**src/rtl/c3lb_pkg.sv**
```systemverilog
// Shared constants, types and register codes of the 3x3 line buffer filter.
package c3lb_pkg;

    localparam int MAX_WIDTH   = 1024;
    localparam int MAX_HEIGHT  = 4096;
    localparam int COL_W       = $clog2(MAX_WIDTH);
    localparam int ROW_W       = $clog2(MAX_HEIGHT);

    localparam int KSIZE       = 3;
    localparam int CELLS       = KSIZE * KSIZE;
    localparam int FIRST_FULL  = KSIZE - 1;
    localparam int MIN_DIM     = 3;

    localparam int WCFG_W      = 11;
    localparam int HCFG_W      = 13;
    localparam int PIX_W       = 16;
    localparam int COEF_W      = 16;
    localparam int KROW_W      = COEF_W * KSIZE;
    localparam int PROD_W      = PIX_W + COEF_W;
    localparam int ROWSUM_W    = PROD_W + 2;
    localparam int TOTAL_W     = ROWSUM_W + 2;
    localparam int FRAC_SHIFT  = 14;

    localparam int APB_DW      = 64;
    localparam int APB_AW      = 6;
    localparam int REG_LSB     = 3;
    localparam int REG_IDX_W   = APB_AW - REG_LSB;

    localparam logic [WCFG_W-1:0] WIDTH_RESET  = WCFG_W'(1024);
    localparam logic [HCFG_W-1:0] HEIGHT_RESET = HCFG_W'(1024);

    typedef enum logic [REG_IDX_W-1:0] {
        REG_IMAGE_WIDTH,
        REG_IMAGE_HEIGHT,
        REG_KERNEL_TOP,
        REG_KERNEL_MIDDLE,
        REG_KERNEL_BOTTOM
    } t_reg_idx;

    typedef logic signed [PROD_W-1:0] t_prod;

    typedef struct packed {
        logic shift;    // a real pixel moves into the window
        logic adv;      // whole pipeline steps
    } t_cell_ctrl;

    typedef struct packed {
        logic [ROW_W-1:0] row;
        logic [COL_W-1:0] col;
        logic             last;
    } t_meta;

endpackage

```
**src/rtl/c3lb_tap_cell.sv**
```systemverilog
// One window tap: holds a pixel, passes it left, multiplies by its coefficient.
module c3lb_tap_cell
    import c3lb_pkg::*;
(
    input  logic                     i_clk,
    input  logic                     i_rst_n,
    input  t_cell_ctrl               i_ctrl,
    input  logic signed [PIX_W-1:0]  i_pix,
    input  logic signed [COEF_W-1:0] i_coef,
    output logic signed [PIX_W-1:0]  o_pix,
    output t_prod                    o_prod
);

    logic signed [PIX_W-1:0] r_pix;
    t_prod                   r_prod;
    t_prod                   n_prod;

    always_ff @(posedge i_clk) begin
        if (!i_rst_n) begin
            r_pix <= '0;
        end else if (i_ctrl.shift) begin
            r_pix <= i_pix;
        end
    end

    assign n_prod = r_pix * i_coef;

    always_ff @(posedge i_clk) begin
        if (i_ctrl.adv) begin
            r_prod <= n_prod;
        end
    end

    assign o_pix  = r_pix;
    assign o_prod = r_prod;

endmodule

```
**config.mk**
```make
export PLATFORM = sky130hd
export DESIGN_NAME = c3lb_tap_cell
export DESIGN_NICKNAME = d
export VERILOG_FILES = /design/src/rtl/c3lb_pkg.sv /design/src/rtl/c3lb_tap_cell.sv
export SDC_FILE = /design/constraint.sdc
export NUM_CORES = 1
export LEC_CHECK = 0
export ABC_AREA = 1
export BUFFER_PORTS_ARGS = -buffer_cell sky130_fd_sc_hd__buf_2
export CAP_MARGIN = 20
export CORE_MARGIN = 8
export CORE_UTILIZATION = 40
export DETAILED_ROUTE_END_ITERATION = 8
export GPL_ROUTABILITY_DRIVEN = 0
export PLACE_DENSITY = 0.57
export RECOVER_POWER = 50
export SLEW_MARGIN = 15
export SYNTH_ARGS = -nofsm -noshare
export SYNTH_HDL_FRONTEND = slang
export SYNTH_SLANG_ARGS = --single-unit
```
**constraint.sdc**
```tcl
create_clock -name i_clk -period 7.6 [get_ports i_clk]
set_clock_uncertainty 0.05 [all_clocks]
set_input_delay 0.38 -clock i_clk [delete_from_list [all_inputs] [get_ports i_clk]]
set_output_delay 0.38 -clock i_clk [all_outputs]
set_load 0.005 [all_outputs]
```
==> results_dict.tcl <==
set metrics [dict create \
    outcome "finished with violations" \
    failed_checks "max-capacitance violations, max-slew violations" \
    drv_cap 1 \
    synth_edf_count 32 \
    cts_sinks 48 \
    drive_gt1_frac 0.05754 \
    crit_type "register to register" \
    fin_nets 1978 \
    synth_compound_area_frac 0.02242 \
    antenna_left 0 \
    dp.cells 1987 \
    core_um2 30510 \
    cp-start-kind "register" \
    clk_pin_slew_ps 80 \
    dieArea_um2 36710 \
    r2r_slack_ps 1260 \
    hold_path_class "primary input to register" \
    cts_tree "yes" \
    drv_slew 33 \
    crit_start "o_pix[15]" \
    drc 0 \
    most-common-layout-cells "476 x inv_1, 410 x nand2_1, 262 x fa_1" \
    final_common_cell "inv_1" \
    grt_pass1_wl_mm 51.14 \
    period_needed_ps 6338 \
    syn_avg_cell_area_um2 7.845 \
    p_per_area_nw_per_um2 453.3 \
    gr-total-overflow 0 \
    setup_tns_ps 0 \
    avgViaCountPerCell 4.657 \
    max_slew_margin -0.2253 \
    yosysTopAreaCellShare 0.4253 \
    cp-endpoint "o_prod[30]" \
    cp.arrival_ps 6370 \
    cp_num_cells 19 \
    r2r_cells 19 \
    grt_max_degree 33 \
    p_leak_nw 7.833 \
    syn_nets 1952 \
    critPathTopFamily "adder cells" \
    synthAdderAreaFrac 0.5085 \
    post_cts_buffers 0 \
    synth_area_leader_cell "fa_1" \
    start_util 0.4042 \
    fmax_ghz 0.1578 \
    synthArstFlopShare 0 \
    rsz0062_at_grt "false" \
    cts_resized 0 \
    fin_util 0.4318 \
    wl_mm 30.13 \
    layout.cells.non_filler 1995 \
    root_buffer "clkbuf_16" \
    wl_per_cell_um 15.10 \
    clk_latency_ps 320 \
    ir_drop_mv 0.3028 \
    path_common_cell "fa_1" \
    synthXorXnorAreaFrac 0.01420 \
    drtPass1Iterations 5 \
    clk_path_buf_depth 2 \
    grt_pass1_vias 10250 \
    die_w_um 191.6 \
    synthToLayoutAreaGrowth_pct 6.807 \
    yosys_warnings 0 \
    netlist_area_um2 12330 \
    synth.ff_latch_count 48 \
    cp_slowest_cell "fa_1" \
    cts_made_buffers 5 \
    synthSimpleGateAreaFrac 0.1851 \
    yosysUniqueCellTypes 30 \
    synth_top_family_by_area "adder cells" \
    r2r_start "o_pix[15]" \
    grt_usage 0.1768 \
    syn_inst 1572 \
    total_power_mw 5.972 \
    rows 64 \
    num_vias 9290 \
    die_h_um 191.6 \
    antenna_found_initial 0 \
    io_pins 84 \
    cp_cell_sequence "nand2_1 > inv_1 > fa_1 > fa_1 > fa_1 > fa_1 > fa_1 > inv_1 > fa_1 > inv_1 > ha_1 > nand2_1 > inv_1 > nand2_1 > nor3_1 > and2_1 > nand2_1 > nand3_1 > nand2_1" \
    whs_ps 224.9 \
    finalSetupViolations 0 \
    synth-seq-area-share 0.1039 \
    synth.area.mux_share 0 \
    ys.flop_type "edfxtp_1" \
    hold_violations 0 \
    crit_required_ps 7630 \
    io_buffers 83 \
    critPathCaptureType "register" \
    finalCritPeriodShare 0.8339 \
    htreeDepth 2 \
    synthTopCellsByArea "fa_1 43%, inv_1 14%, nand2_1 12%" \
    hpwl_mm 25.81 \
    diodes 0 \
    slowest_delay_ps 840 \
    cts_hold_buf 0 \
    r2r_end "o_prod[30]" \
    cp_max_fo 18 \
    critPathBufInv 4 \
    drt_iter0_drc 367 \
    worstMarginPinSlew_ps 1838 \
]
-- area by class of cell --
type                       instances  area [µm²]
fill                            3142       17340
multi-input combinational        979        9006
inverter                         479        1798
sequential                        48        1281
tap                              396       495.5
timing repair buffer              85       397.9
clock buffer                       5       125.1
clock inverter                     3       68.82
-- flip-flops by register name (all words and copies together) (netlist names) --
register / count
o_prod: 32
o_pix: 16
-- power by group --
part,internal (mW),switching (mW)
clock,0.191,0.128
sequential,0.553,0.0551
combinational,1.84,3.21
total,2.58,3.39
-- worst min-delay path: cells and delay by family --
family / cells / cell delay [ps]
simple gates: 2 / 110
buf+inv: 1 / 80
-- synthesized netlist by cell type, types with 2 or more instances --
master	count
a21oi_1	21
and2_1	2
clkbuf_1	65
dfxtp_1	16
edfxtp_1	32
fa_1	262
ha_1	82
inv_1	476
inv_2	3
nand2_1	410
nand2_2	4
nand3_1	33
nand3_2	2
nand3b_1	3
nand4_1	12
nor2_1	80
nor2_2	6
nor2_4	2
nor3_1	5
nor3_2	2
o21ai_0	20
o21ai_1	2
o21bai_1	5
or2_2	3
xnor2_1	3
xor2_1	17
-- routing by layer --
metal / GRT usage / share of wire / vias up
met5: 0 / 0 / -
met4: 0.06246 / 0.030 / 0
met3: 0.01743 / 0.039 / 47
met2: 0.3295 / 0.52 / 193
met1: 0.2082 / 0.41 / 4579
li1: - / - / 4471
-- cell families (layout without fill, tap and decap cells) --
| kind of cell | Yosys count | count (layout) |
|---|---|---|
| AO/OA/AOI/OAI | 51 | 51 |
| XOR/XNOR | 20 | 20 |
| buffers and inverters | 545 | 572 |
| flip-flops | 48 | 48 |
| adder cells (fa/ha/maj) | 344 | 344 |
| AND/OR/NAND/NOR | 564 | 564 |
-- per-stage QoR --
step / setup WS, ps / instance area [µm²]
after floorplan: 1917 / 12330
after global placement: 1364 / 13010
after detailed placement: 1315 / 13010
after CTS: 1274 / 13210
after global routing: 956.8 / 13170
final: 1262 / 13170
-- how the worst min path moves through the flow --
| stage | startpoint | endpoint | slack [ps] | cells after the start |
|---|---|---|---|---|
| after floorplan | i_ctrl[0] | o_prod[0] | 440 | 0 |
| after global placement | i_pix[4] | o_pix[4] | 550 | 3 |
| after detailed placement | i_pix[8] | o_pix[8] | 560 | 3 |
| after CTS | i_pix[8] | o_pix[8] | 210 | 3 |
| after global routing | i_pix[4] | o_pix[4] | 230 | 3 |
| final | i_pix[13] | o_pix[13] | 220 | 3 |
Power figures use the tool's default switching activity.
